===== src/hdl/rau_pkg.sv =====
// Shared types and constants for the rational arithmetic unit.
// No dependencies; imported by every module of the unit.
package rau_pkg;

    // Result range: numerator in [-2^(W-1), 2^(W-1)-1], denominator in [1, 2^(W-1)-1]
    localparam int WIDTH = 32;
    localparam int EFF_W = (WIDTH > 32) ? 32 : ((WIDTH < 2) ? 2 : WIDTH);
    localparam logic [63:0] MAXPOS  = (64'd1 << (EFF_W - 1)) - 64'd1;
    localparam logic [63:0] POW_CAP = 64'd1 << (EFF_W - 1);

    // Input and output beat layout
    localparam int IN_DATA_W  = 160;
    localparam int IN_USER_W  = 3;
    localparam int OUT_DATA_W = 64;
    localparam int OUT_USER_W = 2;

    // Queue between front and back
    localparam int Q_DEPTH = 2;
    localparam int Q_PTR_W = (Q_DEPTH > 1) ? $clog2(Q_DEPTH) : 1;
    localparam int Q_CNT_W = $clog2(Q_DEPTH + 1);

    // Command codes
    localparam logic [2:0] CMD_ADD = 3'd0;
    localparam logic [2:0] CMD_SUB = 3'd1;
    localparam logic [2:0] CMD_MUL = 3'd2;
    localparam logic [2:0] CMD_DIV = 3'd3;
    localparam logic [2:0] CMD_POW = 3'd4;

    // Status codes
    localparam logic [1:0] ST_OK       = 2'd0;
    localparam logic [1:0] ST_INVALID  = 2'd1;
    localparam logic [1:0] ST_DIVZERO  = 2'd2;
    localparam logic [1:0] ST_OVERFLOW = 2'd3;

    // Operation class decided by the front
    typedef enum logic [2:0] {
        OP_ADD,
        OP_MUL,
        OP_DIV,
        OP_POW,
        OP_ERR
    } op_t;

    // Classified item; subtract arrives as add with b's sign flipped
    typedef struct packed {
        op_t         op;
        logic [1:0]  status;
        logic        a_neg;
        logic        b_neg;
        logic        e_neg;
        logic [31:0] an;
        logic [31:0] ad;
        logic [31:0] bn;
        logic [31:0] bd;
        logic [31:0] e_mag;
    } item_t;

endpackage


===== src/hdl/rau_fifo.sv =====
// Short queue of classified items between front and back.
// Depends on rau_pkg.
module rau_fifo (
    input  logic           clk,
    input  logic           rst_n,
    input  logic           push,
    input  rau_pkg::item_t push_item,
    output logic           full,
    input  logic           pop,
    output logic           valid,
    output rau_pkg::item_t pop_item
);
    import rau_pkg::*;

    item_t              mem [Q_DEPTH];
    logic [Q_PTR_W-1:0] wr_ptr_reg, rd_ptr_reg;
    logic [Q_CNT_W-1:0] count_reg;
    logic               do_push, do_pop;

    assign full     = (count_reg == Q_CNT_W'(Q_DEPTH));
    assign valid    = (count_reg != '0);
    assign pop_item = mem[rd_ptr_reg];
    assign do_push  = push & ~full;
    assign do_pop   = pop & valid;

    // storage
    always_ff @(posedge clk)
    begin
        if (do_push)
        begin
            mem[wr_ptr_reg] <= push_item;
        end
    end

    // pointers and fill count
    always_ff @(posedge clk or negedge rst_n)
    begin
        if (!rst_n)
        begin
            wr_ptr_reg <= '0;
            rd_ptr_reg <= '0;
            count_reg  <= '0;
        end
        else
        begin
            if (do_push)
            begin
                wr_ptr_reg <= (wr_ptr_reg == Q_PTR_W'(Q_DEPTH - 1)) ? '0 : wr_ptr_reg + 1'b1;
            end
            if (do_pop)
            begin
                rd_ptr_reg <= (rd_ptr_reg == Q_PTR_W'(Q_DEPTH - 1)) ? '0 : rd_ptr_reg + 1'b1;
            end
            if (do_push && !do_pop)
            begin
                count_reg <= count_reg + 1'b1;
            end
            else if (do_pop && !do_push)
            begin
                count_reg <= count_reg - 1'b1;
            end
        end
    end

endmodule


===== config.mk =====
export PLATFORM = sky130hd
export DESIGN_NAME = rau_fifo
export DESIGN_NICKNAME = d
export VERILOG_FILES = /design/src/hdl/rau_pkg.sv /design/src/hdl/rau_fifo.sv
export SDC_FILE = /design/constraint.sdc
export NUM_CORES = 1
export LEC_CHECK = 0
export BUFFER_PORTS_ARGS = -buffer_cell sky130_fd_sc_hd__buf_4
export CAP_MARGIN = 0
export CORE_MARGIN = 2
export CORE_UTILIZATION = 35
export DETAILED_ROUTE_END_ITERATION = 8
export GPL_ROUTABILITY_DRIVEN = 0
export GPL_TIMING_DRIVEN = 0
export PLACE_DENSITY_LB_ADDON = 0.2
export SYNTH_ARGS = -nofsm -noshare
export SYNTH_HDL_FRONTEND = slang
export SYNTH_SLANG_ARGS = --single-unit

===== constraint.sdc =====
create_clock -name clk -period 9.8 [get_ports clk]
set_input_delay 0.49 -clock clk [delete_from_list [all_inputs] [get_ports clk]]
set_output_delay 0.49 -clock clk [all_outputs]
set_load 0.005 [all_outputs]

* Word-level counts from Yosys, hierarchy flattened
Memories as Yosys holds them, arrays and structs flattened. Index checks and enable logic that the tools add are counted.
Storage, ports and cells: input port bits 172, word-level logic and storage cells 24, memories kept 1, register bits after elaboration 4, bits in writable memories 336
Memories:
- mem | depth 2, width 168, read ports 1, clocked after memory_dff 0, wr ports 1, line rau_fifo.sv:15 | item_t mem [Q_DEPTH];
Cells by class: add/sub/neg operators 4, reduce and logical (&&, ||, !) cells 6, mux-type cells 6, bitwise logic cells 3, eq/ne operators 1
Operator list (count):
- 2-to-1 mux 1 bit | 4
- 2-to-1 mux 2 bit | 2
- nonzero test 2 bit | 2
- adder 1 bit, second input constant | 2
- adder 2 x 1 -> 2 bit, second input constant | 1
- AND 1 bit | 2
- == test 2 bit, second input constant | 1
- logical AND 1 bit | 2
- zero test 1 bit | 2
- subtractor 2 x 1 -> 2 bit, second input constant | 1
- NOT 1 bit | 1

* Longest topological paths before layout
depth after elaboration 7, depth in mapped cells 7

* Worst setup path before layout
OpenSTA, ideal clock, no wires.
path type reg2reg, start point register count_reg[0], end point memory mem[0][0] (netlist bit), enable pin, buffers on the path 0, setup time 0.698 ns, data arrival time 7.594 ns, period minus slack after synthesis 8.292 ns, stages on the path, launching flop included 4, slack 1.508 ns, cell sequence dfrtp_1 -> nand2b_1 -> nand2_1 -> nor2_1
On the way: cells in the longest elaborated chain, start to end 5
Ends and longest elaborated chain:
- from (decl) | line rau_fifo.sv:17 | logic [Q_CNT_W-1:0] count_reg;
- from (signal assigned) | line rau_fifo.sv:56 | count_reg <= count_reg + 1'b1;
- from (signal assigned) | line rau_fifo.sv:60 | count_reg <= count_reg - 1'b1;
- == test 2 bit | line rau_fifo.sv:20 | assign full = (count_reg == Q_CNT_W'(Q_DEPTH));
- NOT 1 bit | line rau_fifo.sv:23 | assign do_push = push & ~full;
- AND 1 bit | line rau_fifo.sv:23
- 2-to-1 mux 1 bit | line rau_fifo.sv:29 | if (do_push)
- 2-to-1 mux 1 bit (not written as such) | line rau_fifo.sv:31 | mem[wr_ptr_reg] <= push_item;
- to (decl) | line rau_fifo.sv:15
Every way passes these cells.

* Worst setup path after layout
start point register count_reg[0], end point memory mem[0][39] (netlist bit), enable pin
The elaborated chain is that of the path after synthesis.

==> summary.txt <==
Run status = finished clean
Cell Pwr Density = 296 mW/mm^2
Area grow syn2layout = 36.0%
Clk_lat worst skew = 0.53 ns
Die Span X = 195 um
CP endpoint kind = flip-flop
RSZ-0062 raised after global routing = false
First-pass GRT wire length = 39.9 mm
I/O Pins = 342
Clk root buf = clkbuf_16
Highest Clock Rate = 0.417 GHz
Fillers = 3045
Starting Density = 0.356
HPWL Detailed = 18.3 mm
Share of layout cells above drive strength 1 = 0.616
Initial DRT Pass Iterations = 6
Slew Limit Fails = 0
Pin count of the biggest net entering global routing = 57
WHS = 0.135 ns
Total global routing overflow = 0
Mean post-synth cell area = 23.5 um^2
Area of the multi-input gates = 0.00237 mm^2
Kind of critical path = reg2reg
Synthesized area = 0.0127 mm^2
CTS tree = done
Core area = 0.0357 mm^2
DRC errors left = 0
Leakage = 6.74 nW
Reg area = 0.0102 mm^2
Yosys warnings = 0
Routed WL = 26.6 mm
DIE HEIGHT = 195 um
Ant diodes = 0
Clk slew on worst S/H paths = 0.06 ns
Register bit total from synthesis = 340
CP Launch Type = flip-flop
Post-synth net total = 715
Synth area leaders = edfxtp_1, mux2_4, mux2_2
Synth area leader = edfxtp_1
Worst VDD drop = 0.000175 V
Antenna viol nets, final = 0
Final Skew = 0.0149 ns
Num CTS Buffers = 38
Unique cell type count in the Yosys netlist = 15
Crit path max fanout = 23
WL per Instance = 18.7 um
Total power = 5.13 mW
Via count = 6388
# rows = 69
Slew headroom = 0.604
Final hold violation count = 0
CTS max path bufs = 3
Worst EP required = 10.02 ns
Least-Margin Pin Slew = 0.592 ns
DR iter-0 viols = 172
Core Util, Final = 0.485
Post-synthesis sequential area ratio = 0.800
Gate Count Post-Synth = 542
Routed vias/inst = 4.50
Max reg flops = 336
Die area = 0.0379 mm^2
CP arrival = 2.62 ns
Port bufs = 341
Gr usage total = 0.138
Initial antenna violation count = 1
CTS sink count = 340
# setup viols final = 0
HP Class = in2reg
Number of global-route vias before repair = 6860
Nets = 1107
# H-tree levels = 2
Top cell type's share of synthesized area = 0.792
Min Clock Period, post-route = 2.40 ns
Fin crit share = 0.245
Max Cap Viol = 0
[synth_stat cells]
cell and n:
and3_1 1, buf_2 5, buf_6 14, dfrtp_1 4
edfxtp_1 336, ha_1 1, inv_1 2, mux2_2 67
mux2_4 101, nand2_1 2, nand2b_1 1, nor2_1 2
or2_2 1, xnor2_1 3, xor2_1 2
[power breakdown]
part           switching [mW]  internal (mW)  total, mW  leakage [nW]
Clock                   0.541          0.816       1.36         0.577
Sequential             0.0695           1.98       2.05          3.17
Combinational           0.739          0.983       1.72          3.00
[stage by stage]
| step | std cells | setup TNS [ns] | worst slack [ns] | area, um^2 |
|---|---|---|---|---|
| floorplan | 542 | 0 | 1.51 | 12700 |
| CTS | 1420 | 0 | 7.33 | 17300 |
| detailed placement | 1354 | 0 | 7.38 | 16100 |
| global route | 1420 | 0 | 7.21 | 17300 |
| global placement | 1344 | -581.58 | -3.48 | 15900 |
| finish | 1420 | 0 | 7.40 | 17300 |
[worst max-delay path: stages (launching register included)]
cell and delay, ns:
dfrtp_1 0.42, nand2b_1 0.17, nand2_1 0.14, nor2_4 0.49, buf_16 0.24, buf_16 0.18
buf_12 0.20, buf_12 0.21
[routing by layer]
metal  vias to the layer above  GRT usage  share of wire
li1                       2947          -              -
met2                       245      0.221           0.47
met1                      3143      0.165           0.40
met3                        51     0.0628           0.10
met5                         -          0        0.00060
met4                         2     0.0464          0.026
[cell families after synthesis]
| family | after synthesis | synth area share |
|---|---|---|
| xor+xnor | 5 | 0.00344 |
| fa+ha+maj | 1 | 0.000982 |
| buf+inv | 21 | 0.0149 |
| flops | 340 | 0.800 |
| mux | 168 | 0.178 |
| simple gates | 7 | 0.00265 |
[final cells by class]
class,count,area share
clock buffers,45,0.0564
repair buffers,352,0.162
clock inverters,20,0.0122
multi-input cells,181,0.137
flip-flops and latches,340,0.588
plain buffers,19,0.0105
well taps,461,0.0333
inverters,2,0.000433
[layout by cell type, fill, tap and decap left out, drive strengths merged]
cell type	netlist	routed
xnor2	3	3
clkinvlp	0	1
or2	1	1
inv	2	4
bufinv	0	4
clkbuf	0	45
clkinv	0	13
and3	1	1
nor2	2	2
nand2	2	2
mux2	168	168
nand2b	1	1
dfrtp	4	4
buf	19	370
edfxtp	336	336
dlygate4sd3	0	1
ha	1	1
xor2	2	2
[what timing repair did]
action | 4_1_cts | 5_1_grt
gates resized for setup | 0 | 0
buffers inserted | 0 | 0
hold endpoints to repair | 4 | 0
hold buffers | 1 | 0
[final timing paths]
check	start	to	slack, ns	cells after the start
max	count_reg[0]	mem[0][39]	7.40	7
min	push_item[22]	mem[1][22]	0.13	1
max reg2reg	count_reg[0]	mem[0][39]	7.40	7
min reg2reg	count_reg[1]	count_reg[1]	0.50	1
max in group asynchronous	rst_n	rd_ptr_reg	9.35	2
min in group asynchronous	rst_n	wr_ptr_reg	0.35	2
Power figures use the tool's default switching activity.
