### src/hdl/rau_pkg.sv
// Shared types and constants for the rational arithmetic unit.
// No dependencies; imported by every module of the unit.
package rau_pkg;

    // Result range: numerator in [-2^(W-1), 2^(W-1)-1], denominator in [1, 2^(W-1)-1]
    localparam int WIDTH = 32;
    localparam int EFF_W = (WIDTH > 32) ? 32 : ((WIDTH < 2) ? 2 : WIDTH);
    localparam logic [63:0] MAXPOS  = (64'd1 << (EFF_W - 1)) - 64'd1;
    localparam logic [63:0] POW_CAP = 64'd1 << (EFF_W - 1);

    // Input and output beat layout
    localparam int IN_DATA_W  = 160;
    localparam int IN_USER_W  = 3;
    localparam int OUT_DATA_W = 64;
    localparam int OUT_USER_W = 2;

    // Queue between front and back
    localparam int Q_DEPTH = 2;
    localparam int Q_PTR_W = (Q_DEPTH > 1) ? $clog2(Q_DEPTH) : 1;
    localparam int Q_CNT_W = $clog2(Q_DEPTH + 1);

    // Command codes
    localparam logic [2:0] CMD_ADD = 3'd0;
    localparam logic [2:0] CMD_SUB = 3'd1;
    localparam logic [2:0] CMD_MUL = 3'd2;
    localparam logic [2:0] CMD_DIV = 3'd3;
    localparam logic [2:0] CMD_POW = 3'd4;

    // Status codes
    localparam logic [1:0] ST_OK       = 2'd0;
    localparam logic [1:0] ST_INVALID  = 2'd1;
    localparam logic [1:0] ST_DIVZERO  = 2'd2;
    localparam logic [1:0] ST_OVERFLOW = 2'd3;

    // Operation class decided by the front
    typedef enum logic [2:0] {
        OP_ADD,
        OP_MUL,
        OP_DIV,
        OP_POW,
        OP_ERR
    } op_t;

    // Classified item; subtract arrives as add with b's sign flipped
    typedef struct packed {
        op_t         op;
        logic [1:0]  status;
        logic        a_neg;
        logic        b_neg;
        logic        e_neg;
        logic [31:0] an;
        logic [31:0] ad;
        logic [31:0] bn;
        logic [31:0] bd;
        logic [31:0] e_mag;
    } item_t;

endpackage

### src/hdl/rau_front.sv
// Front of the rational arithmetic unit: takes input beats, checks operands
// and classifies the command. Depends on rau_pkg.
module rau_front (
    input  logic                           s_tvalid,
    output logic                           s_tready,
    input  logic [rau_pkg::IN_DATA_W-1:0]  s_tdata,
    input  logic [rau_pkg::IN_USER_W-1:0]  s_tuser,
    input  logic                           q_full,
    output logic                           q_push,
    output rau_pkg::item_t                 q_item
);
    import rau_pkg::*;

    logic [2:0]  cmd;
    logic [31:0] a_num, a_den, b_num, b_den, expo;
    logic        ad_bad, bd_bad;

    assign cmd   = s_tuser;
    assign a_num = s_tdata[31:0];
    assign a_den = s_tdata[63:32];
    assign b_num = s_tdata[95:64];
    assign b_den = s_tdata[127:96];
    assign expo  = s_tdata[159:128];

    // handshake
    assign s_tready = ~q_full;
    assign q_push   = s_tvalid & ~q_full;

    assign ad_bad = a_den[31] | (a_den == 32'd0);
    assign bd_bad = b_den[31] | (b_den == 32'd0);

    // magnitudes, signs and operation class
    always_comb
    begin
        q_item.an    = a_num[31] ? (~a_num + 32'd1) : a_num;
        q_item.bn    = b_num[31] ? (~b_num + 32'd1) : b_num;
        q_item.ad    = a_den;
        q_item.bd    = b_den;
        q_item.e_mag = expo[31] ? (~expo + 32'd1) : expo;
        q_item.e_neg = expo[31];
        q_item.a_neg = a_num[31];
        q_item.b_neg = (cmd == CMD_SUB) ? ~b_num[31] : b_num[31];
        q_item.status = ST_OK;
        q_item.op     = OP_ERR;
        priority if (cmd > CMD_POW || ad_bad || (cmd != CMD_POW && bd_bad))
        begin
            q_item.status = ST_INVALID;
        end
        else if (cmd == CMD_DIV && b_num == 32'd0)
        begin
            q_item.status = ST_DIVZERO;
        end
        else
        begin
            unique case (cmd)
                CMD_ADD, CMD_SUB: q_item.op = OP_ADD;
                CMD_MUL:          q_item.op = OP_MUL;
                CMD_DIV:          q_item.op = OP_DIV;
                CMD_POW:          q_item.op = OP_POW;
                default:
                begin
                    q_item.op     = OP_ERR;
                    q_item.status = ST_INVALID;
                end
            endcase
        end
    end

endmodule

### config.mk
export PLATFORM = sky130hd
export DESIGN_NAME = rau_front
export DESIGN_NICKNAME = d
export VERILOG_FILES = /design/src/hdl/rau_pkg.sv /design/src/hdl/rau_front.sv
export SDC_FILE = /design/constraint.sdc
export NUM_CORES = 1
export LEC_CHECK = 0
export ABC_AREA = 1
export BUFFER_PORTS_ARGS = -buffer_cell sky130_fd_sc_hd__buf_2
export CORE_AREA = 2 2 129 131
export DETAILED_ROUTE_END_ITERATION = 16
export DIE_AREA = 0 0 131 133
export PLACE_DENSITY = 0.61
export SYNTH_ARGS = -nofsm -noshare
export SYNTH_HDL_FRONTEND = slang
export SYNTH_SLANG_ARGS = --single-unit
### constraint.sdc
create_clock -name vclk -period 2.03
set_input_delay 0.3045 -clock vclk [all_inputs]
set_output_delay 0.3045 -clock vclk [all_outputs]
set_load 0.02 [all_outputs]
Yosys cells after proc, flatten, opt, wreduce, memory -nomap -nowiden
Index checks and enable logic that the tools add are counted.

Flip-flop bits (word level): 0. Output and inout port bits: 170. Logic and storage cells: 37.

Add/sub/neg operators: 3. $lt $le $gt $ge: 1. Equal/unequal tests: 5. Muxes and demuxes: 10. Bitwise gates (word level): 8. Reduce and logical (&&, ||, !) cells: 10.

Operators by type and width (count): adder 32 x 1 -> 32 bit (second input constant) (3); logical NOT 32 bit (3); two-way mux 32 bit (3); inverter 32 bit (3); one-hot mux 3 bit (4 select lines) (1); equality test 3 x 2 -> 1 bit (second input constant) (2); two-way mux 3 bit (2); OR reduction 5 bit (1); two-way mux 2 bit (2); equality test 3 x 1 -> 1 bit (second input constant) (1); equality test 3 bit (second input constant) (1); > comparator 3 bit (second input constant) (1); logical NOT 3 bit (1); inequality test 3 bit (second input constant) (1); logical AND 1 bit (2); logical OR 1 bit (2); two-way mux 1 bit (2); inverter 1 bit (2); OR 1 bit (2); OR reduction 2 bit (1); AND 1 bit (1).

Depth between registers and ports, before layout
Gate-level depths: netlist of run 1.

Depth after elaboration: 5. Mapped depth: 10. Gate-level depth less buffers: 10.

Worst setup path before layout of run 1
No wires, ideal clock.

Path kind: in2out. From: in s_tdata[129] in the netlist's numbering. To: out q_item[26] in the netlist's numbering. Data arrival time: 1516 ps. Data required time: 1725 ps. Path slack: 209 ps. Stages on the path: 8. Cells stage by stage: inv_1 ha_1 nand3_1 nor2_2 nand2_1 nand2_1 nand3_1 xor2_1.

RTL lines: from (decl) (RTL line rau_front.sv:6) `input logic [rau_pkg::IN_DATA_W-1:0] s_tdata,`; to (decl) (RTL line rau_front.sv:10) `output rau_pkg::item_t q_item`.

==> results of run 1 <==
==> cell families (layout without fill, tap and decap cells) <==
logic type,after synthesis,count (layout),share of synthesized area [%]
adder cells (fa/ha/maj),3,3,1.019
XOR/XNOR,62,62,14.94
buffers and inverters,178,465,25.53
AND/OR/NAND/NOR,443,443,51.34
AO/OA/AOI/OAI,46,46,7.165
==> per-stage QoR <==
step                cell area, um^2  TNS (ps)  instances  utilization, %  total power (W)
finish                         5381         0       1239           33.28         0.001374
floorplan                      3685         0        732               -        0.0008529
global placement               5289         0       1237           32.70         0.001357
global route                   5381    -61.72       1239           33.28         0.001496
CTS                            5289         0       1237           32.70         0.001362
detailed placement             5289         0       1237           32.70         0.001356
==> area by class of cell <==
class	instances	area [um^2]	share of cell area, %
multi-input cells	554	2804	52.10
repair buffers	367	1934	35.95
well taps	220	275.3	5.115
inverters	98	367.9	6.836
==> repair_timing <==
action,CTS,global route
endpoints found under the setup margin,0,34
buffers inserted,0,2
gates resized for setup,0,28
endpoints found under the hold margin,0,0
==> how the worst max path moves through the flow <==
stage | start | to | slack (ps) | cells past startpoint
floorplan | s_tdata[129] | q_item[26] | 210 | 8
global route | s_tdata[4] | q_item[159] | -30 | 9
CTS | s_tdata[64] | q_item[166] | 6 | 9
global placement | s_tdata[128] | q_item[20] | 50 | 10
finish | s_tdata[65] | q_item[82] | 90 | 11
detailed placement | s_tdata[64] | q_item[166] | 20 | 9
==> power groups by stage <==
stage	Clock [W]	Combinational, W	Sequential, W
after floorplan	0	0.000853	0
after global placement	0	0.00136	0
after detailed placement	0	0.00136	0
after CTS	0	0.00136	0
after global routing	0	0.00150	0
final	0	0.00137	0
==> worst max-delay path, stage by stage <==
cell,delay (ps)
buf_2,110
inv_1,70
ha_2,210
nand4_4,140
o21ai_4,190
buf_6,160
o21ai_0,90
nand2_1,70
nand2_1,40
inv_1,80
buf_2,170
==> layout by cell type, fill, tap and decap left out, types with 7 or more instances in the layout <==
cell type  instances
buf_2            331
buf_4             34
inv_1             96
nand2_1          188
nand3_1           67
nand4_1           24
nor2_1           125
nor2_2             9
nor3_1            12
o21ai_0           24
o21ai_1            7
xnor2_1           12
xor2_1            49
==> metal layers <==
metal	share of wire, %	vias up	global-route usage [%]
met5	0	-	0
met4	1.4	0	2.482
met3	6.1	16	0.7683
met2	50	255	29.50
met1	43	2477	21.63
li1	-	2807	-
==> results.txt, run 1 <==
status: complete, no violations
Die Area: 17420 um^2
Routed WL: 15940 um
Clk pwr share: 0%
Reg area: 0 um^2
Max VDD drop: 0.1096 mV
core area: 16170 um^2
Hold Slack: 840.4 ps
Peak Freq: 0.5146 GHz
Mean Syn Cell Area: 5.034 um^2
FP Rows: 47
IO Port Bufs: 335
total gr overflow: 0
antenna viol nets, final: 0
largest net degree at the start of global routing: 27
DP Wirelength: 14180 um
initial antenna violation count: 0
wire per inst: 12.87 um
Yosys top cell by area: nand2_1
Post-route DRC: 0
vias in the first global route: 4826
first-pass GRT wire length: 23230 um
GRT Total Usage: 16.33%
setup violators final: 0
Filler Cell Count: 1856
Synth Instances: 732
Post-Syn Area: 3685 um^2
commonest cells in the netlist: 190 x nand2_1, 132 x nor2_1, 97 x inv_1, 69 x buf_4, 69 x nand3_1
Antenna Cells: 0
Vias/cell: 4.483
flip-flop and latch count: 0
Netlist cell types: 34
via count: 5555
Slew Viols, Final: 0
Pwr Density: 255.4 nW/um^2
Max-cap violations: 0
Initial Util: 22.79%
critical path class: input port to output port
top post-synthesis cells by area: nand2_1 19%, buf_4 14%, nor2_1 13%, xor2_1 12%, inv_1 9.9%
Worst setup EP type: output port
Leak: 3.124 nW
Sequential Power Share: 0%
RSZ-0062 raised after global routing: true
worst-margin pin slew: 523.0 ps
Max FO, Critical Path: 7
Comb power frac: 100.0%
Net Switching: 0.0008838 W
slew margin rel.: 64.76%
CLK BUF: 0
Final Hold Fails: 0
Final Wtd Congestion: 0.9948
HP Class: input port to output port
Die Width: 131 um
hold path endpoint: q_item[50]
Pint: 0.0004904 W
Area growth, synth to finish: 46.04%
syn nets: 900
Worst EP arrival: 1640 ps
switching share of power: 64.31%
pre-CTS setup slack: 15.32 ps
count leader, synth: nand2_1
sequential area share after synthesis: 0%
hold path depth: 2
TritonRoute pass-1 iters: 5
drt first-iter violations: 278
hold_sp: s_tdata[114]
fin crit share: 95.73%
share of layout cells above drive strength 1: 39.06%
Critical Path Start Type: input port
io pins: 335
post-synth top area share: 19.35%
hold buffers post-CTS: 0
Layout Nets: 1189
post-route minimum period: 1943 ps
die height: 133 um
warnings from Yosys: 0
post-route setup slack: 86.70 ps
Critical Path RT: 1730 ps
No activity file was read; power rests on OpenSTA's default activity.
==> inputs of run 2 (changes only) <==
Settings changed: SETUP_SLACK_MARGIN from default to 0.2.
==> run 2 against run 1 <==
Compared with the run above:
- sequential share of layout area did not move
- via count up 1.5%
- sequential cell count is the same
- clock-buffer cell count unchanged
- worst setup slack better by 100 ps
- final cell count increased by 0.48%
- combinational power grew 13%
- total power is 13% higher
- highest routed layer unchanged
==> results.txt, run 2 (synthesis results as in run 1) <==
Slew Viols, Final: 0
core area: 16170 um^2
status: complete, no violations
flip-flop and latch count: 0
largest net degree at the start of global routing: 27
total negative slack: 0 ps
fin crit share: 90.76%
FP Rows: 47
detailed route wirelength on metal2: 8451 um
Max-cap violations: 0
wire per inst: 13.45 um
Final Hold Fails: 0
share of layout cells above drive strength 1: 51.41%
post-route minimum period: 1842 ps
io pins: 335
slew margin rel.: 71.34%
Layout Nets: 1195
via count: 5641
Leak: 3.298 nW
Reg area: 0 um^2
GRT Total Usage: 16.78%
Routed WL: 16740 um
setup violators final: 0
Final Wtd Congestion: 0.9948
CLK BUF: 0
top routing layer in use: met4
TritonRoute pass-1 iters: 6
Critical Path RT: 1730 ps
IO Port Bufs: 335
Die Area: 17420 um^2
Critical Path Start Type: input port
drt first-iter violations: 261
Tot Pwr: 0.001550 W
Layout Utilization: 38.40%
hold path depth: 2
Pwr Density: 249.6 nW/um^2
initial antenna violation count: 0
post-route insts no fill: 1245
hold path endpoint: q_item[50]
die height: 133 um
Worst EP arrival: 1540 ps
worst-margin pin slew: 429.9 ps
first-pass GRT wire length: 23900 um
critical path class: input port to output port
RSZ-0062 raised after global routing: true
Die Width: 131 um
hold_sp: s_tdata[114]
HP Class: input port to output port
commonest non-fill, non-tap cells in the layout: 289 x buf_2, 160 x nand2_1, 87 x nor2_1
commonest non-fill, non-tap cell in the layout: buf_2
Max VDD drop: 0.1186 mV
vias in the first global route: 4986
Area growth, synth to finish: 68.52%
Post-route DRC: 0
met3 wire len: 1017 um
met1 wire length: 6957 um
placed instance count: 1237
Initial Util: 22.79%
DP Wirelength: 14180 um
antenna viol nets, final: 0
Antenna Cells: 0
hold buffers post-CTS: 0
total gr overflow: 0
Worst setup EP type: output port
Peak Freq: 0.5428 GHz
Vias/cell: 4.531
Max FO, Critical Path: 6
## run 2: timing repair
| action | in CTS | in global routing |
|---|---|---|
| setup buffers | 4 | 4 |
| gates cloned | 0 | 0 |
| pin swaps | 20 | 53 |
| gates resized for setup | 81 | 187 |
| endpoints found under the setup margin | 57 | 68 |
## run 2: worst max-delay path, cell delays in order
cell and delay, ps:
buf_8 100, inv_4 50, ha_4 140, nand3_4 90, nor2_4 170, nand2_2 70, nand2_2 80, buf_6 150
nand2_4 50, xor2_1 170, buf_4 160
## run 2: power by group
| part | switching [W] | internal [W] |
|---|---|---|
| Combinational | 0.000966 | 0.000584 |
| Clock | 0 | 0 |
| Sequential | 0 | 0 |
## run 2: metrics by stage
stage | hold slack [ps] | worst slack (ps) | cell area (um^2)
final | 840.4 | 187.6 | 6210
after global routing | 848.6 | 82.06 | 6210
after CTS | 839.9 | 162.3 | 5577
after detailed placement | 840.0 | 15.32 | 5289
after global placement | 840.6 | 53.58 | 5289
after floorplan | 685.6 | 209.2 | 3685
## run 2: final cells by class
| cell class | instances | area (um^2) |
|---|---|---|
| inverters | 98 | 397.9 |
| multi-input cells | 554 | 3354 |
| well taps | 220 | 275.3 |
| repair buffers | 373 | 2182 |
| fillers | 1754 | 9962 |
## run 2: worst max-delay path by stage
stage,to,slack (ps),startpoint,depth (start not counted)
final,q_item[14],190,s_tdata[128],11
after global routing,q_item[80],80,s_tdata[76],9
after CTS,q_item[95],160,s_tdata[88],8
after detailed placement,q_item[166],20,s_tdata[64],9
after global placement,q_item[20],50,s_tdata[128],10
after floorplan,q_item[26],210,s_tdata[129],8
## run 2: layer usage
layer | up-vias | GRT usage (%)
met5 | - | 0
met4 | 0 | 2.896
met3 | 24 | 0.6874
met2 | 253 | 30.63
met1 | 2534 | 21.88
li1 | 2830 | -
==> inputs of run 3 (changes only) <==
Settings changed: BUFFER_PORTS_ARGS -buffer_cell sky130_fd_sc_hd__buf_2 to -buffer_cell sky130_fd_sc_hd__buf_4, CORE_AREA 2 2 129 131 to 2 2 132 134, DIE_AREA 0 0 131 133 to 0 0 134 136, PLACE_DENSITY 0.61 to 0.59, SETUP_SLACK_MARGIN 0.2 to default.
Clock period 2.03 ns to 2.4 ns, I/O delays scaled along.
==> run 3 against run 2 <==
Compared with the run above:
- worst setup slack lost 16 ps
- critical path depth shrank 1
- via count shrank 3.8%
- sequential share of layout area is the same
- utilization shrank 3.0 points
- clock-buffer cell count is the same
- final cell count shrank 2.1%
- first-iteration DRC count grew 7.7%
- largest power group unchanged
==> results.txt, run 3 (synthesis results as in run 1) <==
detailed route wirelength on metal2: 8448 um
Max VDD drop: 0.1058 mV
Slew Viols, Final: 0
hold buffers post-CTS: 0
Initial Util: 21.83%
antenna viol nets, final: 0
top routing layer in use: met4
Post-route DRC: 0
Critical Path RT: 2040 ps
met3 wire len: 1584 um
share of layout cells above drive strength 1: 36.22%
via count: 5429
critical path class: input port to output port
Routed WL: 16880 um
TritonRoute pass-1 iters: 5
CLK BUF: 0
Worst setup EP type: output port
die height: 136 um
Peak Freq: 0.4487 GHz
largest net degree at the start of global routing: 34
core area: 16880 um^2
initial antenna violation count: 0
met1 wire length: 6513 um
first-pass GRT wire length: 24470 um
slew margin rel.: 69.72%
post-route minimum period: 2229 ps
setup violators final: 0
DP Wirelength: 15190 um
status: complete, no violations
fin crit share: 92.85%
total gr overflow: 0
Final Hold Fails: 0
Worst EP arrival: 1870 ps
total negative slack: 0 ps
wire per inst: 13.85 um
Die Width: 134 um
Max FO, Critical Path: 7
worst-margin pin slew: 451.2 ps
Die Area: 18220 um^2
Layout Nets: 1164
drt first-iter violations: 281
Vias/cell: 4.454
Pwr Density: 224.1 nW/um^2
HP Class: input port to output port
io pins: 335
Area growth, synth to finish: 61.90%
Leak: 3.278 nW
Final Wtd Congestion: 0.9398
commonest non-fill, non-tap cell in the layout: buf_4
Critical Path Start Type: input port
Reg area: 0 um^2
Max-cap violations: 0
GRT Total Usage: 16.48%
flip-flop and latch count: 0
FP Rows: 48
IO Port Bufs: 335
Hold Slack: 928.1 ps
commonest non-fill, non-tap cells in the layout: 342 x buf_4, 190 x nand2_1, 130 x nor2_1
RSZ-0062 raised after global routing: false
vias in the first global route: 4907
Antenna Cells: 0
[run 3: cell count changes in the layout (fill, tap and decap cells not counted), moves of 12 or more]
cell / change
o21ai_0: +13
nor2_2: -24
nand3_1: +21
nand2_2: -23
inv_1: +20
buf_2: -289
buf_4: +283
nor2_4: -19
nand2_1: +30
buf_6: -20
nand3_2: -16
inv_2: -12
nor2_1: +43
[run 3: final timing paths]
kind              depth (start not counted)  slack (ps)         start    endpoint
hold / removal                            2         930  s_tdata[117]  q_item[53]
setup / recovery                         10         170  s_tdata[129]  q_item[26]
[run 3: worst max-delay path: stages]
cell     delay [ps]
buf_4           100
inv_1            90
ha_1            170
nand3_1         110
nor2_2          160
nand2_1          60
nand2_1         270
nand3_1         170
xor2_1          200
buf_4           170
[run 3: through the flow]
step | setup slack (ps) | utilization, % | total power, W | std cells | cell area, um^2
after floorplan | 468.2 | - | 0.0007214 | 732 | 3685
after global placement | 233.5 | 35.32 | 0.001342 | 1219 | 5961
after detailed placement | 173.4 | 35.32 | 0.001339 | 1219 | 5961
after CTS | 169.8 | 35.32 | 0.001344 | 1219 | 5961
after global routing | 64.52 | 35.35 | 0.001437 | 1219 | 5966
final | 171.5 | 35.35 | 0.001337 | 1219 | 5966
[run 3: layout make-up]
class | count | area (um^2)
multi-input cells | 554 | 2749
well taps | 225 | 281.5
repair buffers | 342 | 2567
fillers | 1883 | 10910
inverters | 98 | 367.9
[run 3: report_power, final]
part           internal, W  total [W]  switching, W
logic             0.000582    0.00134      0.000755
clock network            0          0             0
registers                0          0             0
total             0.000582    0.00134      0.000755
[run 3: what timing repair did]
action                                  CTS  global route
hold endpoints to repair                  0             0
endpoints found under the setup margin    0             3
gates resized for setup                   0             2
buffers inserted                          0             0
[run 3: per-layer routing]
metal  track usage, %  up-vias
met5                0        -
met4            2.364        0
met3            3.356       21
met2            30.74      280
met1            19.82     2373
li1                 -     2755
